--- src/hw/rtl/hmb_pkg.sv ---
// Shared types and constants for the horizontal motion blur block.
package hmb_pkg;

  localparam int MAX_BLUR = 16;
  localparam int PIX_W    = 8;
  localparam int LEN_W    = 5;
  localparam int COL_W    = 12;
  localparam int CNT_W    = $clog2(MAX_BLUR + 1);
  localparam int PTR_W    = (MAX_BLUR > 1) ? $clog2(MAX_BLUR) : 1;
  localparam int SUM_W    = $clog2(MAX_BLUR * 255 + 1);

  // floor(x / n) == (x * ceil(2^S / n)) >> S for all x < 2^SUM_W, n <= MAX_BLUR
  localparam int RECIP_SHIFT = SUM_W + CNT_W;
  localparam int RECIP_W     = RECIP_SHIFT + 1;
  localparam int PROD_W      = SUM_W + RECIP_W;

  localparam int FQ_DEPTH = 4;
  localparam int FQ_PTR_W = $clog2(FQ_DEPTH);
  localparam int FQ_CNT_W = $clog2(FQ_DEPTH + 1);

  localparam int ADDR_W = 3;
  localparam int DATA_W = 32;

  localparam logic [0:0] REG_BLUR_SPAN   = 1'b0;
  localparam logic [0:0] REG_IMAGE_WIDTH = 1'b1;

  typedef struct packed {
    logic [PIX_W-1:0] red;
    logic [PIX_W-1:0] green;
    logic [PIX_W-1:0] blue;
  } pixel_t;

  typedef struct packed {
    pixel_t pixel;
    logic   row_end;
  } cmd_t;

  typedef struct packed {
    logic [SUM_W-1:0] sum_red;
    logic [SUM_W-1:0] sum_green;
    logic [SUM_W-1:0] sum_blue;
    logic [CNT_W-1:0] count;
    logic             last;
  } job_t;

  typedef enum logic {
    BK_RUN,
    BK_FLUSH
  } back_state_t;

endpackage

--- src/hw/rtl/hmb_front.sv ---
// Input side: accepts pixels, tracks the column and tags row ends.
module hmb_front
  import hmb_pkg::*;
(
  input  logic             clk,
  input  logic             rst,
  input  logic [COL_W-1:0] image_width,
  input  logic             in_valid,
  output logic             in_stall,
  input  logic [PIX_W-1:0] red_in,
  input  logic [PIX_W-1:0] green_in,
  input  logic [PIX_W-1:0] blue_in,
  output logic             push_valid,
  input  logic             push_ready,
  output cmd_t             push_cmd
);

  logic [COL_W-1:0] column;
  logic [COL_W-1:0] last_column;
  logic             accept;

  // zero width behaves as width one
  assign last_column = (image_width == '0) ? '0 : image_width - COL_W'(1);

  assign in_stall              = !push_ready;
  assign push_valid            = in_valid;
  assign accept                = in_valid && push_ready;
  assign push_cmd.pixel.red    = red_in;
  assign push_cmd.pixel.green  = green_in;
  assign push_cmd.pixel.blue   = blue_in;
  assign push_cmd.row_end      = (column >= last_column);

  always_ff @(posedge clk) begin
    if (rst) begin
      column <= '0;
    end else if (accept) begin
      column <= push_cmd.row_end ? '0 : column + COL_W'(1);
    end
  end

endmodule

--- src/hw/rtl/hmb_cmd_fifo.sv ---
// Short command queue between the input side and the window engine.
module hmb_cmd_fifo
  import hmb_pkg::*;
(
  input  logic clk,
  input  logic rst,
  input  logic push_valid,
  output logic push_ready,
  input  cmd_t push_cmd,
  output logic pop_valid,
  input  logic pop,
  output cmd_t pop_cmd
);

  cmd_t                entries [FQ_DEPTH];
  logic [FQ_PTR_W-1:0] wr_ptr;
  logic [FQ_PTR_W-1:0] rd_ptr;
  logic [FQ_CNT_W-1:0] fill;
  logic                do_push;
  logic                do_pop;

  assign push_ready = (fill != FQ_CNT_W'(FQ_DEPTH));
  assign pop_valid  = (fill != '0);
  assign pop_cmd    = entries[rd_ptr];
  assign do_push    = push_valid && push_ready;
  assign do_pop     = pop && pop_valid;

  always_ff @(posedge clk) begin
    if (rst) begin
      wr_ptr <= '0;
      rd_ptr <= '0;
      fill   <= '0;
    end else begin
      if (do_push) begin
        wr_ptr <= wr_ptr + FQ_PTR_W'(1);
      end
      if (do_pop) begin
        rd_ptr <= rd_ptr + FQ_PTR_W'(1);
      end
      case ({do_push, do_pop})
        2'b10:   fill <= fill + FQ_CNT_W'(1);
        2'b01:   fill <= fill - FQ_CNT_W'(1);
        default: fill <= fill;
      endcase
    end
  end

  always_ff @(posedge clk) begin
    if (do_push) begin
      entries[wr_ptr] <= push_cmd;
    end
  end

endmodule

--- src/hw/rtl/hmb_window.sv ---
// Window engine: keeps pending pixels and channel sums, issues averaging jobs.
module hmb_window
  import hmb_pkg::*;
(
  input  logic             clk,
  input  logic             rst,
  input  logic [LEN_W-1:0] blur_span,
  input  logic             cmd_valid,
  input  cmd_t             cmd,
  output logic             cmd_pop,
  output logic             job_valid,
  input  logic             job_ready,
  output job_t             job
);

  back_state_t      state, state_next;
  pixel_t           win [MAX_BLUR];
  logic [PTR_W-1:0] head, head_next, head_adv, tail;
  logic [CNT_W-1:0] count, count_next, count_inc, len;
  logic [CNT_W:0]   tail_sum;
  logic [SUM_W-1:0] sum_red, sum_green, sum_blue;
  logic [SUM_W-1:0] sum_red_next, sum_green_next, sum_blue_next;
  logic [SUM_W-1:0] add_red, add_green, add_blue;
  pixel_t           head_pix;
  logic             win_we;

  // clamp blur length to 1..MAX_BLUR
  always_comb begin
    if (blur_span == '0) begin
      len = CNT_W'(1);
    end else if (int'(blur_span) > MAX_BLUR) begin
      len = CNT_W'(MAX_BLUR);
    end else begin
      len = CNT_W'(blur_span);
    end
  end

  always_comb begin
    tail_sum = (CNT_W+1)'(head) + (CNT_W+1)'(count);
    if (tail_sum >= (CNT_W+1)'(MAX_BLUR)) begin
      tail_sum = tail_sum - (CNT_W+1)'(MAX_BLUR);
    end
  end

  assign tail      = tail_sum[PTR_W-1:0];
  assign head_adv  = (head == PTR_W'(MAX_BLUR - 1)) ? '0 : head + PTR_W'(1);
  assign count_inc = count + CNT_W'(1);
  // empty window: the oldest pixel is the one arriving now
  assign head_pix  = (count == '0) ? cmd.pixel : win[head];
  assign add_red   = sum_red   + SUM_W'(cmd.pixel.red);
  assign add_green = sum_green + SUM_W'(cmd.pixel.green);
  assign add_blue  = sum_blue  + SUM_W'(cmd.pixel.blue);

  always_comb begin
    state_next     = state;
    head_next      = head;
    count_next     = count;
    sum_red_next   = sum_red;
    sum_green_next = sum_green;
    sum_blue_next  = sum_blue;
    cmd_pop        = 1'b0;
    win_we         = 1'b0;
    job_valid      = 1'b0;
    job            = '0;
    case (state)
      BK_RUN: begin
        if (cmd_valid && job_ready) begin
          cmd_pop = 1'b1;
          win_we  = 1'b1;
          if (cmd.row_end) begin
            sum_red_next   = add_red;
            sum_green_next = add_green;
            sum_blue_next  = add_blue;
            count_next     = count_inc;
            state_next     = BK_FLUSH;
          end else if (count_inc >= len) begin
            // window complete: average it and drop the oldest pixel
            job_valid      = 1'b1;
            job.sum_red    = add_red;
            job.sum_green  = add_green;
            job.sum_blue   = add_blue;
            job.count      = count_inc;
            job.last       = 1'b1;
            sum_red_next   = add_red   - SUM_W'(head_pix.red);
            sum_green_next = add_green - SUM_W'(head_pix.green);
            sum_blue_next  = add_blue  - SUM_W'(head_pix.blue);
            head_next      = head_adv;
          end else begin
            sum_red_next   = add_red;
            sum_green_next = add_green;
            sum_blue_next  = add_blue;
            count_next     = count_inc;
          end
        end
      end
      BK_FLUSH: begin
        job_valid     = 1'b1;
        job.sum_red   = sum_red;
        job.sum_green = sum_green;
        job.sum_blue  = sum_blue;
        job.count     = count;
        job.last      = (count == CNT_W'(1));
        if (job_ready) begin
          sum_red_next   = sum_red   - SUM_W'(head_pix.red);
          sum_green_next = sum_green - SUM_W'(head_pix.green);
          sum_blue_next  = sum_blue  - SUM_W'(head_pix.blue);
          count_next     = count - CNT_W'(1);
          head_next      = head_adv;
          if (count == CNT_W'(1)) begin
            state_next = BK_RUN;
          end
        end
      end
      default: begin
        state_next = BK_RUN;
      end
    endcase
  end

  always_ff @(posedge clk) begin
    if (rst) begin
      state     <= BK_RUN;
      head      <= '0;
      count     <= '0;
      sum_red   <= '0;
      sum_green <= '0;
      sum_blue  <= '0;
    end else begin
      state     <= state_next;
      head      <= head_next;
      count     <= count_next;
      sum_red   <= sum_red_next;
      sum_green <= sum_green_next;
      sum_blue  <= sum_blue_next;
    end
  end

  always_ff @(posedge clk) begin
    if (win_we) begin
      win[tail] <= cmd.pixel;
    end
  end

  a_flush_nonempty: assert property (@(posedge clk) disable iff (rst)
    state == BK_FLUSH |-> count != '0)
    else $error("flush with empty window");

  a_empty_sums_zero: assert property (@(posedge clk) disable iff (rst)
    count == '0 |-> (sum_red == '0 && sum_green == '0 && sum_blue == '0))
    else $error("empty window with nonzero sums");

  a_flush_drains: assert property (@(posedge clk) disable iff (rst)
    (state == BK_FLUSH && job_ready && count == CNT_W'(1))
      |=> (state == BK_RUN && count == '0))
    else $error("flush did not leave an empty window");

  a_pop_gated: assert property (@(posedge clk) disable iff (rst)
    cmd_pop |-> (job_ready && state == BK_RUN))
    else $error("command taken while averaging path is blocked");

endmodule

--- src/hw/rtl/hmb_avg_pipe.sv ---
// Averaging pipeline: reciprocal multiply, then output register.
module hmb_avg_pipe
  import hmb_pkg::*;
(
  input  logic             clk,
  input  logic             rst,
  input  logic             job_valid,
  output logic             job_ready,
  input  job_t             job,
  output logic             out_valid,
  input  logic             out_stall,
  output logic [PIX_W-1:0] red_out,
  output logic [PIX_W-1:0] green_out,
  output logic [PIX_W-1:0] blue_out,
  output logic             last_of_run
);

  logic [RECIP_W-1:0] recip_tab [2**CNT_W];
  logic [RECIP_W-1:0] recip;
  logic [PROD_W-1:0]  prod_red, prod_green, prod_blue;
  logic               s1_valid, s1_last, s1_take, s2_take;

  for (genvar gi = 0; gi < 2**CNT_W; gi++) begin : g_recip
    if (gi == 0) begin : g_zero
      assign recip_tab[gi] = '0;
    end else begin : g_val
      localparam logic [RECIP_W-1:0] RECIP_VAL =
        RECIP_W'(((64'd1 << RECIP_SHIFT) + 64'(gi) - 64'd1) / 64'(gi));
      assign recip_tab[gi] = RECIP_VAL;
    end
  end

  assign recip     = recip_tab[job.count];
  assign s2_take   = !out_valid || !out_stall;
  assign s1_take   = !s1_valid || s2_take;
  assign job_ready = s1_take;

  always_ff @(posedge clk) begin
    if (rst) begin
      s1_valid  <= 1'b0;
      out_valid <= 1'b0;
    end else begin
      if (s1_take) begin
        s1_valid <= job_valid;
      end
      if (s2_take) begin
        out_valid <= s1_valid;
      end
    end
  end

  always_ff @(posedge clk) begin
    if (s1_take && job_valid) begin
      prod_red   <= PROD_W'(job.sum_red)   * PROD_W'(recip);
      prod_green <= PROD_W'(job.sum_green) * PROD_W'(recip);
      prod_blue  <= PROD_W'(job.sum_blue)  * PROD_W'(recip);
      s1_last    <= job.last;
    end
    if (s2_take && s1_valid) begin
      red_out     <= prod_red[RECIP_SHIFT +: PIX_W];
      green_out   <= prod_green[RECIP_SHIFT +: PIX_W];
      blue_out    <= prod_blue[RECIP_SHIFT +: PIX_W];
      last_of_run <= s1_last;
    end
  end

endmodule

--- src/hw/rtl/horizontal_motion_blur_core.sv ---
// Top level of the horizontal motion blur block: config registers and datapath.
//
// Usage:
//   Pixels enter in raster order on the in channel (in_valid / in_stall,
//   red_in, green_in, blue_in). Each result on the out channel is the
//   per-channel truncated average of one source pixel and the pixels to its
//   right in the same row, blur_span pixels in all, fewer at the row end.
//   last_of_run marks the final result caused by one input pixel.
//   blur_span (address 0) and image_width (address 4) are written over the
//   APB port while the block is idle; zero counts as one and blur_span
//   saturates at MAX_BLUR.
// Flow and throughput:
//   A result passes the command queue, the product register and the output
//   register. The window engine takes one pixel per cycle while the averaging
//   pipeline accepts jobs; the last pixel of a row instead starts a drain that
//   issues one job per pending pixel, up to blur_span, before new pixels are
//   taken. A 4-entry command queue keeps accepting pixels meanwhile.
// Reset:
//   Synchronous rst empties the queue, window, sums and pipeline and sets
//   both registers to 1.
// Stall:
//   While out_stall is high the output register holds, the pipeline backs
//   up, and once the queue fills in_stall rises.
module horizontal_motion_blur_core
  import hmb_pkg::*;
(
  input  logic              clk,
  input  logic              rst,
  // APB configuration port
  input  logic              psel,
  input  logic              penable,
  input  logic              pwrite,
  input  logic [ADDR_W-1:0] paddr,
  input  logic [DATA_W-1:0] pwdata,
  output logic [DATA_W-1:0] prdata,
  output logic              pready,
  // pixel input
  input  logic              in_valid,
  output logic              in_stall,
  input  logic [PIX_W-1:0]  red_in,
  input  logic [PIX_W-1:0]  green_in,
  input  logic [PIX_W-1:0]  blue_in,
  // result output
  output logic              out_valid,
  input  logic              out_stall,
  output logic [PIX_W-1:0]  red_out,
  output logic [PIX_W-1:0]  green_out,
  output logic [PIX_W-1:0]  blue_out,
  output logic              last_of_run
);

  logic [LEN_W-1:0] blur_span;
  logic [COL_W-1:0] image_width;
  logic [0:0]       reg_index;

  // front to queue
  logic push_valid, push_ready;
  cmd_t push_cmd;
  // queue to window engine
  logic cmd_valid, cmd_pop;
  cmd_t cmd;
  // window engine to averaging pipeline
  logic job_valid, job_ready;
  job_t job;

  // registers sit on 4-byte boundaries; select by the word bit
  assign reg_index = paddr[ADDR_W-1 -: 1];
  assign pready    = 1'b1;

  always_ff @(posedge clk) begin
    if (rst) begin
      blur_span   <= LEN_W'(1);
      image_width <= COL_W'(1);
    end else if (psel && penable && pwrite && pready) begin
      case (reg_index)
        REG_BLUR_SPAN:   blur_span   <= pwdata[LEN_W-1:0];
        REG_IMAGE_WIDTH: image_width <= pwdata[COL_W-1:0];
        default: begin
          blur_span <= blur_span;
        end
      endcase
    end
  end

  always_comb begin
    case (reg_index)
      REG_BLUR_SPAN:   prdata = DATA_W'(blur_span);
      REG_IMAGE_WIDTH: prdata = DATA_W'(image_width);
      default:         prdata = '0;
    endcase
  end

  // accept pixels and tag the last one of each row
  hmb_front u_front (
    .clk         (clk),
    .rst         (rst),
    .image_width (image_width),
    .in_valid    (in_valid),
    .in_stall    (in_stall),
    .red_in      (red_in),
    .green_in    (green_in),
    .blue_in     (blue_in),
    .push_valid  (push_valid),
    .push_ready  (push_ready),
    .push_cmd    (push_cmd)
  );

  // decouple input transfers from row-end drains
  hmb_cmd_fifo u_cmd_fifo (
    .clk        (clk),
    .rst        (rst),
    .push_valid (push_valid),
    .push_ready (push_ready),
    .push_cmd   (push_cmd),
    .pop_valid  (cmd_valid),
    .pop        (cmd_pop),
    .pop_cmd    (cmd)
  );

  // hold the window and running sums, issue one job per result
  hmb_window u_window (
    .clk         (clk),
    .rst         (rst),
    .blur_span   (blur_span),
    .cmd_valid   (cmd_valid),
    .cmd         (cmd),
    .cmd_pop     (cmd_pop),
    .job_valid   (job_valid),
    .job_ready   (job_ready),
    .job         (job)
  );

  // divide the sums by the pixel count and register the result
  hmb_avg_pipe u_avg_pipe (
    .clk         (clk),
    .rst         (rst),
    .job_valid   (job_valid),
    .job_ready   (job_ready),
    .job         (job),
    .out_valid   (out_valid),
    .out_stall   (out_stall),
    .red_out     (red_out),
    .green_out   (green_out),
    .blue_out    (blue_out),
    .last_of_run (last_of_run)
  );

endmodule
--- config.mk ---
export PLATFORM = sky130hd
export DESIGN_NAME = horizontal_motion_blur_core
export DESIGN_NICKNAME = d
export VERILOG_FILES = /design/src/hw/rtl/hmb_pkg.sv /design/src/hw/rtl/hmb_front.sv /design/src/hw/rtl/hmb_cmd_fifo.sv /design/src/hw/rtl/hmb_window.sv /design/src/hw/rtl/hmb_avg_pipe.sv /design/src/hw/rtl/horizontal_motion_blur_core.sv
export SDC_FILE = /design/constraint.sdc
export NUM_CORES = 2
export LEC_CHECK = 0
export ABC_AREA = 1
export BUFFER_PORTS_ARGS = -buffer_cell sky130_fd_sc_hd__buf_2
export CORE_MARGIN = 3
export CORE_UTILIZATION = 60
export DETAILED_ROUTE_END_ITERATION = 8
export PLACE_DENSITY = 0.77
export SLEW_MARGIN = 20
export SYNTH_ARGS = -nofsm -noshare
export SYNTH_HDL_FRONTEND = slang
export SYNTH_SLANG_ARGS = --single-unit
--- constraint.sdc ---
create_clock -name clk -period 16.1 [get_ports clk]
set_input_delay 0.805 -clock clk [delete_from_list [all_inputs] [get_ports clk]]
set_output_delay 0.805 -clock clk [all_outputs]
set_load 0.005 [all_outputs]
==> metrics.cfg <==
[setup_path]
path_class = reg2reg
cp_data_arrival_time_ps = 11080
endpoint_kind = flip-flop
worstPathMaxFanout = 31
cp-start-kind = flip-flop
critPathMaxStageDelay_ps = 850
critPathSlowestCell = nand2_1
path_common_cell = nand2_1
required_ps = 16460

[floorplan]
row_count = 103
die_area_mm2 = 0.0834
core_mm2 = 0.0791
dieWidth_um = 289
start_util_pct = 60.6
boundaryPins = 126
die_h_um = 289

[synthesis]
ys.flop_type = edfxtp_1
yosysTopAreaCell = edfxtp_1
synth-edff-count = 534
synth_warnings = 0
syn-cell-area_mm2 = 0.0480
syn_inst = 5193
ys_ff_latch = 624
yosysUniqueCellTypes = 64
synth-async-reset-ratio_pct = 0
yosysSeqAreaShare_pct = 37.2
synth.area.top_cells = edfxtp_1 (33%), fa_1 (19%), nand2_1 (7.1%)
synth_top_area_share_pct = 33.4
syn_avg_cell_area_um2 = 9.24

[sta]
period_share_pct = 66.6
slew_headroom_pct = 21.1
rsz0062_at_grt = false
fin_skew_ps = 41.3
worst_slew_pin_slew_ps = 1180
setup_viol = 0
final_hold_viol_count = 0
max_clock_freq_mhz = 93.3
min_period_ps = 10720
tns_ps = 0
drv_slew = 0
fin_ws_ps = 5380

[placement]
dp_cells = 6173
dpl_worst_slack_ps = 5680
gp_congestion = 0.906
numPortBuffers = 82
dpl.hpwl_um = 84000

[global_route]
grtUsageMet1_pct = 40.8
antenna_found_initial = 1
grt_usage_pct = 29.9
grt_max_degree = 180
grt_pass1_wl_um = 196000
grt_use_met2_pct = 48.4
grt_pass1_vias = 37102
gr-usage-met3_pct = 5.59
top_usage_layer = met2
grt_remaining_overflow = 0

[pwr]
ir_drop_mv = 0.142
power.density_mw_per_mm2 = 168
p_leak_nw = 22.1
power_mw = 8.70

[drt]
vias = 36912
drtPass1Iterations = 5
drcViolationCount = 0
drtIter0Drc = 3379
via_per_inst = 5.86
wire_per_inst_um = 19.5
route.final.wire_length_um = 123000
drtAntennaViolNets = 0

[flow_run]
cap_violations = 0

[clocking]
hold_buffers = 0
clockRootBuffer = clkbuf_16
path_clk_slew_ps = 60
clk_latency_ps = 630
cts_buffers = 69
cts_sinks = 624
cts_htree_levels = 3
post-cts-setup-buffers = 0
clockBufferDepth = 3
cts_resized = 0
tritoncts = built

[worst_hold_path]
holdCritPathClass = in2reg

[layout]
drive_gt1_share_pct = 6.45
area.growth.synth_to_final_pct = 8.05
fin_cells = 6303
multi_input_area_mm2 = 0.0261
fillers = 6227
num-nets-final = 5970
register_area_mm2 = 0.0178

[outcome]
run_status = finished clean

worst paths after layout:
| check | slack [ps] | end | start | depth (start not counted) |
|---|---|---|---|---|
| max | 5380 | u_avg_pipe.prod_red[23] | u_window.count[1] | 38 |
| min | 390 | u_cmd_fifo.entries[0][11] | green_in[2] | 1 |
| max reg2reg | 5380 | u_avg_pipe.prod_red[23] | u_window.count[1] | 38 |
| min reg2reg | 420 | u_avg_pipe.green_out[5] | u_avg_pipe.prod_green[22] | 0 |
metrics by stage:
| step | hold slack (ps) | area, um2 | utilization [%] |
|---|---|---|---|
| final | 387 | 51800 | 65.5 |
| after detailed placement | 405 | 49400 | 62.4 |
| after global routing | 379 | 51800 | 65.5 |
| after CTS | 362 | 51700 | 65.3 |
| after floorplan | 400 | 48000 | - |
| after global placement | 401 | 49400 | 62.4 |
cell families after synthesis:
group / Yosys count / synth area share (%)
muxes: 61 / 1.27
buffers and inverters: 1097 / 8.89
and+or+nand+nor: 1803 / 15.0
xor gates and xnor gates: 85 / 1.57
other: 2 / 0.0157
adders and majority gates: 705 / 25.6
AOI/OAI and AO/OA: 816 / 10.4
DFF: 624 / 37.2
layout by cell type (no fill, tap or decap), types with 53 or more instances in the layout:
cell and count:
mux2i_1 61, clkbuf_16 69, inv_1 833, ha_1 241
nand3_1 139, buf_4 61, o21ai_0 322, a21oi_1 196
nor2_1 621, buf_2 82, dfxtp_1 87, fa_1 464
nand2_1 911, edfxtp_1 534, o221ai_1 53, xor2_1 71
metal layers:
| layer | routed length (um) | vias to the layer above |
|---|---|---|
| met3 | 12400 | 284 |
| met2 | 57500 | 1761 |
| li1 | - | 16898 |
| met5 | 0 | - |
| met4 | 4300 | 0 |
| met1 | 48800 | 17969 |
flip-flops by register name, indices dropped and copies added (netlist names), 3 cells and up, named ones only:
register / flops
u_avg_pipe.red_out: 8
u_front.column: 12
u_avg_pipe.blue_out: 8
u_window.count: 5
u_avg_pipe.prod_red: 8
u_cmd_fifo.entries: 100
u_window.head: 4
image_width: 12
blur_span: 5
u_cmd_fifo.fill: 3
u_avg_pipe.green_out: 8
u_window.sum_blue: 12
u_window.win: 384
u_window.sum_green: 12
u_avg_pipe.prod_green: 8
u_window.sum_red: 12
u_avg_pipe.prod_blue: 8
cells in the mapped netlist, types with 49 or more instances:
library cell,count
nand2_1,912
dfxtp_1,90
inv_1,833
fa_1,464
o21ai_0,323
nand3_1,139
o221ai_1,53
clkbuf_1,162
o32ai_1,49
edfxtp_1,534
mux2i_1,61
xor2_1,71
a21oi_1,196
nor2_1,643
ha_1,241
final cells by class:
class,instances,area share (%)
Clock buffer,86,3.49
Inverter,864,6.27
Timing Repair Buffer,149,1.98
Tap cell,1050,2.53
Clock inverter,38,0.978
Multi-Input combinational cell,3491,50.3
Sequential cell,624,34.4
Antenna cell,1,0.00483
power by group:
| part | switching (mW) | total, mW | internal (mW) |
|---|---|---|---|
| clock network | 0.671 | 1.60 | 0.928 |
| logic | 3.28 | 4.74 | 1.46 |
| registers | 0.124 | 2.36 | 2.24 |
| total | 4.07 | 8.70 | 4.63 |
worst max-delay path, delay by kind of cell, from the launching register on:
kind                       cells  cell delay (ps)
adders and majority gates      9             3580
AOI/OAI and AO/OA              7             1780
DFF                            1              500
and+or+nand+nor               14             3110
buffers and inverters          8             1430
Note: power is estimated with default switching activity, not from simulation.
